<file path="config.mk">
export PLATFORM = sky130hd
export DESIGN_NAME = periodic_task_timer_table_flat
export DESIGN_NICKNAME = d
export VERILOG_FILES = /design/src/sv/ptt_pkg.sv /design/src/sv/ptt_if.sv /design/src/sv/ptt_ctrl.sv /design/src/sv/ptt_dp.sv /design/src/sv/periodic_task_timer_table.sv /design/src/flat_wrapper.sv
export SDC_FILE = /design/constraint.sdc
export NUM_CORES = 2
export LEC_CHECK = 0
export BUFFER_PORTS_ARGS = -buffer_cell sky130_fd_sc_hd__buf_2
export CAP_MARGIN = 20
export CORE_MARGIN = 2
export CORE_UTILIZATION = 45
export CTS_CLUSTER_SIZE = 40
export DETAILED_ROUTE_END_ITERATION = 8
export GPL_TIMING_DRIVEN = 0
export PLACE_DENSITY = 0.64
export SLEW_MARGIN = 0
export SYNTH_ARGS = -nofsm -noshare
export SYNTH_HDL_FRONTEND = slang
export SYNTH_SLANG_ARGS = --single-unit
</file>
<file path="constraint.sdc">
create_clock -name clk -period 10.3 [get_ports clk]
set_input_delay 1.03 -clock clk [delete_from_list [all_inputs] [get_ports clk]]
set_output_delay 1.03 -clock clk [all_outputs]
set_load 0.1 [all_outputs]
</file>
<file path="src/sv/ptt_pkg.sv">
`timescale 1ns / 1ps
`default_nettype none

package ptt_pkg;

  localparam int MAX_TASKS_DEF = 16;
  localparam int RESULT_LIMIT  = 16;
  localparam int NREP_W        = $clog2(RESULT_LIMIT + 1);
  localparam int ID_W          = 5;

  // Item function codes
  localparam logic [2:0] FN_TICK   = 3'd0;
  localparam logic [2:0] FN_SCAN   = 3'd1;
  localparam logic [2:0] FN_START  = 3'd2;
  localparam logic [2:0] FN_HALT   = 3'd3;
  localparam logic [2:0] FN_RESUME = 3'd4;
  localparam logic [2:0] FN_SETP   = 3'd5;

  // Result kinds
  localparam logic [2:0] K_DUE      = 3'd0;
  localparam logic [2:0] K_NONE     = 3'd1;
  localparam logic [2:0] K_DONE     = 3'd2;
  localparam logic [2:0] K_NOTFOUND = 3'd3;
  localparam logic [2:0] K_FULL     = 3'd4;

  // Source of the pending result identifier
  localparam logic [1:0] ID_ZERO = 2'd0;
  localparam logic [1:0] ID_NEW  = 2'd1;
  localparam logic [1:0] ID_CMD  = 2'd2;
  localparam logic [1:0] ID_ROW  = 2'd3;

  typedef struct packed {
    logic [31:0]     start;
    logic [31:0]     period;
    logic            halted;
    logic [ID_W-1:0] ident;
  } row_t;

  typedef struct packed {
    logic       accept;
    logic       tick_inc;
    logic       add_entry;
    logic       walk_start;
    logic       advance;
    logic       wr_restart;
    logic       wr_find;
    logic       nrep_inc;
    logic       pend_load;
    logic [2:0] pend_kind;
    logic [1:0] pend_id_sel;
    logic       push_mid;
    logic       push_final;
  } cmd_t;

  typedef struct packed {
    logic out_space;
    logic empty;
    logic full;
    logic due;
    logic halted;
    logic nrep_ok;
    logic pend_valid;
    logic at_last;
    logic match;
  } stat_t;

endpackage

`default_nettype wire

</file>
<file path="src/sv/ptt_if.sv">
`timescale 1ns / 1ps
`default_nettype none

interface ptt_in_if;
  logic        valid;
  logic        ready;
  logic [2:0]  func;
  logic [7:0]  task_id;
  logic [31:0] period;

  modport source (output valid, func, task_id, period, input ready);
  modport sink   (input valid, func, task_id, period, output ready);
endinterface

interface ptt_out_if;
  logic       valid;
  logic       ready;
  logic [2:0] kind;
  logic [7:0] task_id_out;
  logic       last;

  modport source (output valid, kind, task_id_out, last, input ready);
  modport sink   (input valid, kind, task_id_out, last, output ready);
endinterface

`default_nettype wire

</file>
<file path="src/sv/ptt_ctrl.sv">
`timescale 1ns / 1ps
`default_nettype none

module ptt_ctrl (
  input  wire logic          clk,
  input  wire logic          rst_n,
  input  wire logic          in_valid,
  input  wire logic [2:0]    in_func,
  output logic               in_ready,
  input  wire ptt_pkg::stat_t st,
  output ptt_pkg::cmd_t      cmd
);

  localparam logic [1:0] S_IDLE = 2'd0;
  localparam logic [1:0] S_SCAN = 2'd1;
  localparam logic [1:0] S_FIND = 2'd2;
  localparam logic [1:0] S_EMIT = 2'd3;

  logic [1:0] state_r;
  logic [1:0] state_nxt;
  logic       report;
  logic       stall;

  assign in_ready = (state_r == S_IDLE);

  // A due, running entry becomes a report while the result budget lasts
  assign report = st.due && !st.halted && st.nrep_ok;
  // A held report has to leave before a new one can take its place
  assign stall  = report && st.pend_valid && !st.out_space;

  always_comb begin
    cmd       = '0;
    state_nxt = state_r;
    unique case (state_r)
      S_IDLE: begin
        if (in_valid) begin
          cmd.accept = 1'b1;
          unique case (in_func) inside
            ptt_pkg::FN_TICK: begin
              cmd.tick_inc    = 1'b1;
              cmd.pend_load   = 1'b1;
              cmd.pend_kind   = ptt_pkg::K_DONE;
              cmd.pend_id_sel = ptt_pkg::ID_ZERO;
              state_nxt       = S_EMIT;
            end
            ptt_pkg::FN_SCAN: begin
              cmd.walk_start = 1'b1;
              state_nxt      = st.empty ? S_EMIT : S_SCAN;
            end
            ptt_pkg::FN_START: begin
              cmd.pend_load = 1'b1;
              if (st.full) begin
                cmd.pend_kind   = ptt_pkg::K_FULL;
                cmd.pend_id_sel = ptt_pkg::ID_ZERO;
              end else begin
                cmd.add_entry   = 1'b1;
                cmd.pend_kind   = ptt_pkg::K_DONE;
                cmd.pend_id_sel = ptt_pkg::ID_NEW;
              end
              state_nxt = S_EMIT;
            end
            ptt_pkg::FN_HALT, ptt_pkg::FN_RESUME, ptt_pkg::FN_SETP: begin
              cmd.walk_start = 1'b1;
              if (st.empty) begin
                cmd.pend_load   = 1'b1;
                cmd.pend_kind   = ptt_pkg::K_NOTFOUND;
                cmd.pend_id_sel = ptt_pkg::ID_ZERO;
                state_nxt       = S_EMIT;
              end else begin
                state_nxt = S_FIND;
              end
            end
            default: begin
              state_nxt = S_IDLE;
            end
          endcase
        end
      end
      S_SCAN: begin
        if (!stall) begin
          cmd.push_mid   = report && st.pend_valid;
          cmd.wr_restart = st.due;
          cmd.advance    = 1'b1;
          if (report) begin
            cmd.nrep_inc    = 1'b1;
            cmd.pend_load   = 1'b1;
            cmd.pend_kind   = ptt_pkg::K_DUE;
            cmd.pend_id_sel = ptt_pkg::ID_ROW;
          end
          if (st.at_last) begin
            state_nxt = S_EMIT;
          end
        end
      end
      S_FIND: begin
        if (st.match) begin
          cmd.wr_find     = 1'b1;
          cmd.pend_load   = 1'b1;
          cmd.pend_kind   = ptt_pkg::K_DONE;
          cmd.pend_id_sel = ptt_pkg::ID_CMD;
          state_nxt       = S_EMIT;
        end else if (st.at_last) begin
          cmd.pend_load   = 1'b1;
          cmd.pend_kind   = ptt_pkg::K_NOTFOUND;
          cmd.pend_id_sel = ptt_pkg::ID_ZERO;
          state_nxt       = S_EMIT;
        end else begin
          cmd.advance = 1'b1;
        end
      end
      S_EMIT: begin
        if (st.out_space) begin
          cmd.push_final = 1'b1;
          state_nxt      = S_IDLE;
        end
      end
      default: begin
        state_nxt = S_IDLE;
      end
    endcase
  end

  always_ff @(posedge clk) begin
    if (!rst_n) begin
      state_r <= S_IDLE;
    end else begin
      state_r <= state_nxt;
    end
  end

endmodule

`default_nettype wire

</file>
<file path="src/sv/ptt_dp.sv">
`timescale 1ns / 1ps
`default_nettype none

module ptt_dp #(
  parameter int MAX_TASKS = ptt_pkg::MAX_TASKS_DEF
) (
  input  wire logic          clk,
  input  wire logic          rst_n,
  input  wire ptt_pkg::cmd_t cmd,
  output ptt_pkg::stat_t     st,
  input  wire logic [7:0]    in_task_id,
  input  wire logic [2:0]    in_func,
  input  wire logic [31:0]   in_period,
  input  wire logic          out_ready,
  output logic               out_valid,
  output logic [2:0]         out_kind,
  output logic [7:0]         out_task_id,
  output logic               out_last
);

  localparam int IW = (MAX_TASKS > 1) ? $clog2(MAX_TASKS) : 1;
  localparam int CW = $clog2(MAX_TASKS + 1);
  localparam int NW = ptt_pkg::NREP_W;
  localparam int IDW = ptt_pkg::ID_W;

  ptt_pkg::row_t mem [MAX_TASKS];
  ptt_pkg::row_t rd_row_r;
  ptt_pkg::row_t wr_row;
  logic          wr_en;
  logic [IW-1:0] wr_addr;
  logic [IW-1:0] rd_addr;

  logic [31:0]    tick_r;
  logic [IDW-1:0] next_id_r;
  logic [CW-1:0]  count_r;
  logic [IW-1:0]  idx_r;
  logic [NW-1:0]  nrep_r;
  logic [2:0]     cmd_func_r;
  logic [7:0]     cmd_id_r;
  logic [31:0]    cmd_period_r;
  logic           pend_valid_r;
  logic [2:0]     pend_kind_r;
  logic [7:0]     pend_id_r;
  logic [7:0]     pend_id_nxt;
  logic           out_valid_r;
  logic [2:0]     out_kind_r;
  logic [7:0]     out_id_r;
  logic           out_last_r;
  logic           out_space;
  logic [31:0]    elapsed;

  assign out_space = !out_valid_r || out_ready;
  assign elapsed   = tick_r - rd_row_r.start;

  assign st.out_space  = out_space;
  assign st.empty      = (count_r == '0);
  assign st.full       = (count_r == CW'(MAX_TASKS));
  assign st.due        = (elapsed > rd_row_r.period);
  assign st.halted     = rd_row_r.halted;
  assign st.nrep_ok    = (nrep_r < NW'(ptt_pkg::RESULT_LIMIT));
  assign st.pend_valid = pend_valid_r;
  assign st.at_last    = (CW'(idx_r) == count_r - 1'b1);
  assign st.match      = ({3'b000, rd_row_r.ident} == cmd_id_r);

  // Table write port
  always_comb begin
    wr_en   = cmd.add_entry || cmd.wr_restart || cmd.wr_find;
    wr_addr = cmd.add_entry ? count_r[IW-1:0] : idx_r;
    wr_row  = rd_row_r;
    if (cmd.add_entry) begin
      wr_row.start  = tick_r;
      wr_row.period = in_period;
      wr_row.halted = 1'b0;
      wr_row.ident  = next_id_r;
    end else if (cmd.wr_restart) begin
      wr_row.start = tick_r;
    end else begin
      case (cmd_func_r)
        ptt_pkg::FN_HALT:   wr_row.halted = 1'b1;
        ptt_pkg::FN_RESUME: wr_row.halted = 1'b0;
        ptt_pkg::FN_SETP: begin
          wr_row.period = cmd_period_r;
          wr_row.start  = tick_r;
        end
        default: wr_row = rd_row_r;
      endcase
    end
  end

  // Read the entry that the walk looks at next
  always_comb begin
    if (cmd.walk_start) begin
      rd_addr = '0;
    end else if (cmd.advance) begin
      rd_addr = IW'(idx_r + 1'b1);
    end else begin
      rd_addr = idx_r;
    end
  end

  always_ff @(posedge clk) begin
    if (wr_en) begin
      mem[wr_addr] <= wr_row;
    end
    rd_row_r <= mem[rd_addr];
  end

  always_comb begin
    case (cmd.pend_id_sel)
      ptt_pkg::ID_NEW: pend_id_nxt = {3'b000, next_id_r};
      ptt_pkg::ID_CMD: pend_id_nxt = cmd_id_r;
      ptt_pkg::ID_ROW: pend_id_nxt = {3'b000, rd_row_r.ident};
      default:         pend_id_nxt = '0;
    endcase
  end

  // Payload registers
  always_ff @(posedge clk) begin
    if (cmd.accept) begin
      cmd_func_r   <= in_func;
      cmd_id_r     <= in_task_id;
      cmd_period_r <= in_period;
    end
    if (cmd.walk_start) begin
      idx_r <= '0;
    end else if (cmd.advance) begin
      idx_r <= IW'(idx_r + 1'b1);
    end
    if (cmd.pend_load) begin
      pend_kind_r <= cmd.pend_kind;
      pend_id_r   <= pend_id_nxt;
    end
    if (cmd.push_mid) begin
      out_kind_r <= pend_kind_r;
      out_id_r   <= pend_id_r;
      out_last_r <= 1'b0;
    end else if (cmd.push_final) begin
      out_kind_r <= pend_valid_r ? pend_kind_r : ptt_pkg::K_NONE;
      out_id_r   <= pend_valid_r ? pend_id_r : 8'd0;
      out_last_r <= 1'b1;
    end
  end

  // Control registers
  always_ff @(posedge clk) begin
    if (!rst_n) begin
      tick_r       <= '0;
      next_id_r    <= IDW'(1);
      count_r      <= '0;
      nrep_r       <= '0;
      pend_valid_r <= 1'b0;
      out_valid_r  <= 1'b0;
    end else begin
      if (cmd.tick_inc) begin
        tick_r <= tick_r + 32'd1;
      end
      if (cmd.add_entry) begin
        count_r   <= count_r + 1'b1;
        next_id_r <= next_id_r + 1'b1;
      end
      if (cmd.walk_start) begin
        nrep_r <= '0;
      end else if (cmd.nrep_inc) begin
        nrep_r <= nrep_r + 1'b1;
      end
      if (cmd.pend_load) begin
        pend_valid_r <= 1'b1;
      end else if (cmd.push_final) begin
        pend_valid_r <= 1'b0;
      end
      if (cmd.push_mid || cmd.push_final) begin
        out_valid_r <= 1'b1;
      end else if (out_ready) begin
        out_valid_r <= 1'b0;
      end
    end
  end

  assign out_valid   = out_valid_r;
  assign out_kind    = out_kind_r;
  assign out_task_id = out_id_r;
  assign out_last    = out_last_r;

  a_count_bound: assert property (@(posedge clk) disable iff (!rst_n)
    count_r <= CW'(MAX_TASKS))
    else $error("entry count beyond table size");

  a_nrep_bound: assert property (@(posedge clk) disable iff (!rst_n)
    nrep_r <= NW'(ptt_pkg::RESULT_LIMIT))
    else $error("scan reported beyond result limit");

  a_push_space: assert property (@(posedge clk) disable iff (!rst_n)
    (cmd.push_mid || cmd.push_final) |-> out_space)
    else $error("result pushed over an untaken word");

  a_add_room: assert property (@(posedge clk) disable iff (!rst_n)
    cmd.add_entry |=> (count_r == $past(count_r) + 1'b1) && (count_r <= CW'(MAX_TASKS)))
    else $error("entry added to a full table");

endmodule

`default_nettype wire

</file>
<file path="src/sv/periodic_task_timer_table.sv">
`timescale 1ns / 1ps
`default_nettype none

// Periodic task timer table. Keeps up to MAX_TASKS task entries and a
// 32-bit tick count that advances by one on each tick word. Each input
// word carries a function code: tick, scan, start, halt, resume or set
// period; codes 6 and 7 are dropped without a result. Every other word
// yields one result word, except a scan, which yields one "task due" word
// per due, running entry in table order (at most 16), or a single "nothing
// due" word; the final word of each item has last set. Task entries live
// in a single table memory with one write and one registered read port;
// scan, halt, resume and set period walk it one entry per cycle through
// that read port, a scan pausing while a held report cannot leave. A
// result register on the output lets the next word be taken while the last
// result is still waiting. The table needs no clearing pass after reset:
// only entries below the entry count are ever used.
module periodic_task_timer_table #(
  parameter int MAX_TASKS = ptt_pkg::MAX_TASKS_DEF
) (
  input wire logic   clk,
  input wire logic   rst_n,
  ptt_in_if.sink     in_ch,
  ptt_out_if.source  out_ch
);

  ptt_pkg::cmd_t  cmd;
  ptt_pkg::stat_t st;

  // Sequencer: decode the word, walk the table, hand results out
  ptt_ctrl u_ctrl (
    .clk      (clk),
    .rst_n    (rst_n),
    .in_valid (in_ch.valid),
    .in_func  (in_ch.func),
    .in_ready (in_ch.ready),
    .st       (st),
    .cmd      (cmd)
  );

  // Tick count, identifier counter, table memory and result register
  ptt_dp #(
    .MAX_TASKS (MAX_TASKS)
  ) u_dp (
    .clk         (clk),
    .rst_n       (rst_n),
    .cmd         (cmd),
    .st          (st),
    .in_task_id  (in_ch.task_id),
    .in_func     (in_ch.func),
    .in_period   (in_ch.period),
    .out_ready   (out_ch.ready),
    .out_valid   (out_ch.valid),
    .out_kind    (out_ch.kind),
    .out_task_id (out_ch.task_id_out),
    .out_last    (out_ch.last)
  );

endmodule

`default_nettype wire

</file>
<file path="src/flat_wrapper.sv">
// flat-port wrapper written by rule: the top's interface ports become plain ports
module periodic_task_timer_table_flat 
#(
  parameter int MAX_TASKS = ptt_pkg::MAX_TASKS_DEF
)
  (clk, rst_n, in_ch_valid, in_ch_func, in_ch_task_id, in_ch_period, in_ch_ready, out_ch_valid, out_ch_kind, out_ch_task_id_out, out_ch_last, out_ch_ready);
  ptt_in_if in_ch_i ();
  ptt_out_if out_ch_i ();
  input wire logic clk;
  input wire logic rst_n;
  input wire logic [$bits(in_ch_i.valid)-1:0] in_ch_valid;
  input wire logic [$bits(in_ch_i.func)-1:0] in_ch_func;
  input wire logic [$bits(in_ch_i.task_id)-1:0] in_ch_task_id;
  input wire logic [$bits(in_ch_i.period)-1:0] in_ch_period;
  output wire logic [$bits(in_ch_i.ready)-1:0] in_ch_ready;
  output wire logic [$bits(out_ch_i.valid)-1:0] out_ch_valid;
  output wire logic [$bits(out_ch_i.kind)-1:0] out_ch_kind;
  output wire logic [$bits(out_ch_i.task_id_out)-1:0] out_ch_task_id_out;
  output wire logic [$bits(out_ch_i.last)-1:0] out_ch_last;
  input wire logic [$bits(out_ch_i.ready)-1:0] out_ch_ready;
  assign in_ch_i.valid = in_ch_valid;
  assign in_ch_i.func = in_ch_func;
  assign in_ch_i.task_id = in_ch_task_id;
  assign in_ch_i.period = in_ch_period;
  assign in_ch_ready = in_ch_i.ready;
  assign out_ch_valid = out_ch_i.valid;
  assign out_ch_kind = out_ch_i.kind;
  assign out_ch_task_id_out = out_ch_i.task_id_out;
  assign out_ch_last = out_ch_i.last;
  assign out_ch_i.ready = out_ch_ready;
  periodic_task_timer_table #(.MAX_TASKS(MAX_TASKS)) u_core (.clk(clk), .rst_n(rst_n), .in_ch(in_ch_i), .out_ch(out_ch_i));
endmodule
</file>
==> reports/results.ini <==
[clock_network]
clock_path_buffers=3
cts_resized=0
cts_buffers=141
clock-sinks=1311
root_buffer=clkbuf_16
cts-htree-levels=4
cts_setup_buffers=0
holdBufCountCts=0
clk_pin_slew_ps=60
cts_tree=done
clock_latency_ps=790

[layout]
layoutNonFillerInstCount=6717
nFillCells=11366
stdcell_area_sq_um=70200
multi_input_area_sq_um=22000
syn2layout_area_growth_pct=14.1
drive_gt1_share_pct=9.75
ff_latch_area_sq_um=38100
nNetsFinal=4939

[timing]
timing.final.crit_share_pct=82.8
max_slew.worst_pin.slew_ps=1160
finalCriticalPeriod_ps=8530
hold_violations=0
finClkSkew_ps=29.7
max_clock_freq_ghz=0.117
hold_slack_ps=425
finalSetupViolations=0
rsz0062_at_grt=no
slew_headroom_pct=22.6
timing.setup.tns_ps=0
final_max_slew_viol_count=0
setup_slack_ps=1770

[setup_path]
rrSetupSlack_ps=1770
crit_type=reg2reg
end_kind=register
crit_chain=ha_1, nor2b_1, o21a_1, o21ai_0, a211oi_1, o2111ai_1, nand2_1, a2111oi_0, o311ai_0, a21oi_1, xnor2_1, ha_1, nand4_1, nor4_1, a21oi_1, a21boi_1, or3_1, nand3_1, a21o_1, buf_2, buf_2, clkbuf_1, a221oi_1, or4_1
cp.arrival_ps=9170
crit_buf_inv=3
cp_data_required_time_ps=10940
cp-start-kind=register
crit_path_max_fanout=11
crit_slowest_cell=a2111oi_0
cpPeakStageDelay_ps=850
r2r_start=u_core.u_dp.tick_r[1]
rr_worst_depth=24
worst_r2r_endpoint=u_core.u_dp.rd_row_r[18]
critPathTopFamily=compound AO/OA/AOI/OAI gates
startpoint=u_core.u_dp.tick_r[1]

[drt]
drc=0
ant_nets=0
first_pass_iters=8
drt_wl_total_mm=187
via_per_inst=6.33
drt_iter0_markers=4898
post_drt_wl_per_cell_um=27.9
vias=42529

[grt]
grt_util_met3_pct=4.94
antenna_found_initial=16
grt_pass1_wl_mm=271
grt_usage_pct=26.2
grt_pass1_vias=41096
busiest_layer=met2
grt-ovfl-total=0
grt.met2_usage_pct=40.5
grt_max_degree=34
grt.met1_usage_pct=36.0

[die]
initial_core_util_pct=45.4
fp.dieH_um=374
boundaryPins=61
fp-row-count=135
coreArea_sq_um=136000
die_w_um=374
dieArea_sq_um=140000

[yosys]
ys_seq_area_share_pct=61.9
synth-edff-count=1185
yosys_register_bits=1311
yosys.cell_types.count=71
syn_area_sq_um=61600
synthCells=4515
synthArstFlopShare_pct=0
synth-warning-count=0
synthFlopType=edfxtp_1
synth_area_per_cell_sq_um=13.6

[min_path]
hold_end=u_core.u_dp.cmd_id_r[2]
min_path_cells=1
min_from=in_ch_task_id[2]
hold_path.class=in2reg

[job]
max_cap_viol_count=0

[place]
post-place-ws_ps=2190
dpl-instance-area_sq_um=65600
finalWeightedCongestion=0.923
dp_cells=6452
port_buffers=59
post-dp-hpwl_mm=132

[power]
p_leak_nw=23.6
vdd_drop_max_v=0.000149
p_per_area_nw_per_um2=283

[status]
status=finished, final reports clean

where the power goes:
| group | internal [mW] | total [mW] | leakage, nW | switching (mW) |
|---|---|---|---|---|
| Clock | 2.93 | 5.04 | 2.25 | 2.11 |
| Combinational | 2.58 | 7.60 | 9.64 | 5.01 |
| Sequential | 7.02 | 7.27 | 11.8 | 0.245 |
placed cells by master (no fill, tap or decap), types with 14 or more instances in the layout:
cell type,instances
a211oi_1,215
a21o_1,17
a21oi_1,54
a221o_1,211
a221oi_1,141
and2_1,44
buf_1,14
buf_12,36
buf_2,119
buf_4,38
buf_6,18
clkbuf_1,290
clkbuf_16,144
clkinv_1,15
clkinv_2,24
dfxtp_1,126
edfxtp_1,1185
ha_1,73
inv_1,85
mux2i_1,877
nand2_1,137
nand3_1,22
nand4_1,20
nor2_1,268
nor2_4,16
nor2b_1,14
o21ai_0,36
o21ai_1,51
o22ai_1,281
or4_1,71
xnor2_1,60
xor2_1,22
sequential cells by signal, indices dropped and copies added, names as in the netlist, 8 cells and up:
name	count
u_core.u_dp.mem	1120
u_core.u_dp.tick_r	32
u_core.u_dp.out_task_id	8
u_core.u_dp.cmd_id_r	8
u_core.u_dp.rd_row_r	69
u_core.u_dp.cmd_period_r	32
u_core.u_dp.pend_id_r	8
synthesized netlist by cell type (8+ instances only):
library cell / count / share of area, %
edfxtp_1: 1185 / 58
mux2i_1: 878 / 14
nor2_1: 284 / 1.7
o22ai_1: 281 / 2.9
clkbuf_1: 264 / 1.6
a211oi_1: 215 / 2.6
a221o_1: 211 / 3.4
a221oi_1: 141 / 2.0
nand2_1: 137 / 0.84
dfxtp_1: 126 / 4.1
o21ai_0: 97 / 0.79
inv_1: 86 / 0.52
ha_1: 73 / 1.5
or4_1: 71 / 0.87
xnor2_1: 60 / 0.85
buf_2: 59 / 0.48
a21oi_1: 54 / 0.44
and2_1: 44 / 0.45
nand3_1: 22 / 0.18
xor2_1: 22 / 0.31
nand4_1: 20 / 0.20
a21o_1: 17 / 0.21
buf_1: 14 / 0.085
nor2b_1: 14 / 0.14
nand2b_1: 13 / 0.13
or3_1: 13 / 0.13
nor3_1: 11 / 0.089
a21boi_0: 8 / 0.098
metal layers:
metal | vias to the layer above | wire, um
met2 | 1980 | 84900
met4 | 4 | 7860
met5 | - | 30
li1 | 18758 | -
met3 | 350 | 17000
met1 | 21437 | 77700
layout make-up:
type / count / share of cell area, %
inverter: 86 / 0.460
multi-input combinational: 2779 / 31.3
clock buffer: 191 / 5.57
clock inverter: 66 / 0.965
antenna: 4 / 0.0142
timing repair buffer: 158 / 2.34
buffer: 341 / 1.98
sequential: 1311 / 54.2
tap: 1781 / 3.17
worst reg2reg max path: cells and delay by family (launching register included):
kind | cells | cell delay (ps)
XOR/XNOR | 1 | 170
buffers and inverters | 3 | 1400
adder cells (fa/ha/maj) | 2 | 620
flip-flops | 1 | 500
AND/OR/NAND/NOR | 7 | 2180
AO/OA/AOI/OAI | 11 | 3510
cell families (layout without fill, tap and decap cells):
kind of cell | count (synthesis) | count (layout) | share of synthesized area, %
adders and majority gates | 74 | 74 | 1.52
buffers and inverters | 427 | 842 | 2.77
muxes | 881 | 881 | 14.3
and+or+nand+nor | 657 | 657 | 5.11
DFF | 1311 | 1311 | 61.9
xor gates and xnor gates | 82 | 82 | 1.17
other | 1 | 7 | 0.00609
AOI/OAI and AO/OA | 1082 | 1082 | 13.2
metrics by stage:
stage          utilization [%]  power (mW)
2_1_floorplan                -        11.9
3_3_place_gp              47.3        14.5
3_5_place_dp              48.4        14.8
4_1_cts                   51.8        19.8
5_1_grt                   51.8        20.6
6_report                  51.8        19.9
how the worst max path moves through the flow:
stage / endpoint / slack (ps) / cells past startpoint
2_1_floorplan: u_core.u_dp.mem[1][0] / 2030 / 24
3_3_place_gp: u_core.u_dp.mem[11][39] / -2060 / 23
3_5_place_dp: u_core.u_dp.rd_row_r[28] / 2190 / 25
4_1_cts: u_core.u_dp.rd_row_r[28] / 2130 / 25
5_1_grt: u_core.u_dp.rd_row_r[28] / 1410 / 25
6_report: u_core.u_dp.rd_row_r[18] / 1770 / 24
No activity file was read; power rests on OpenSTA's default activity.
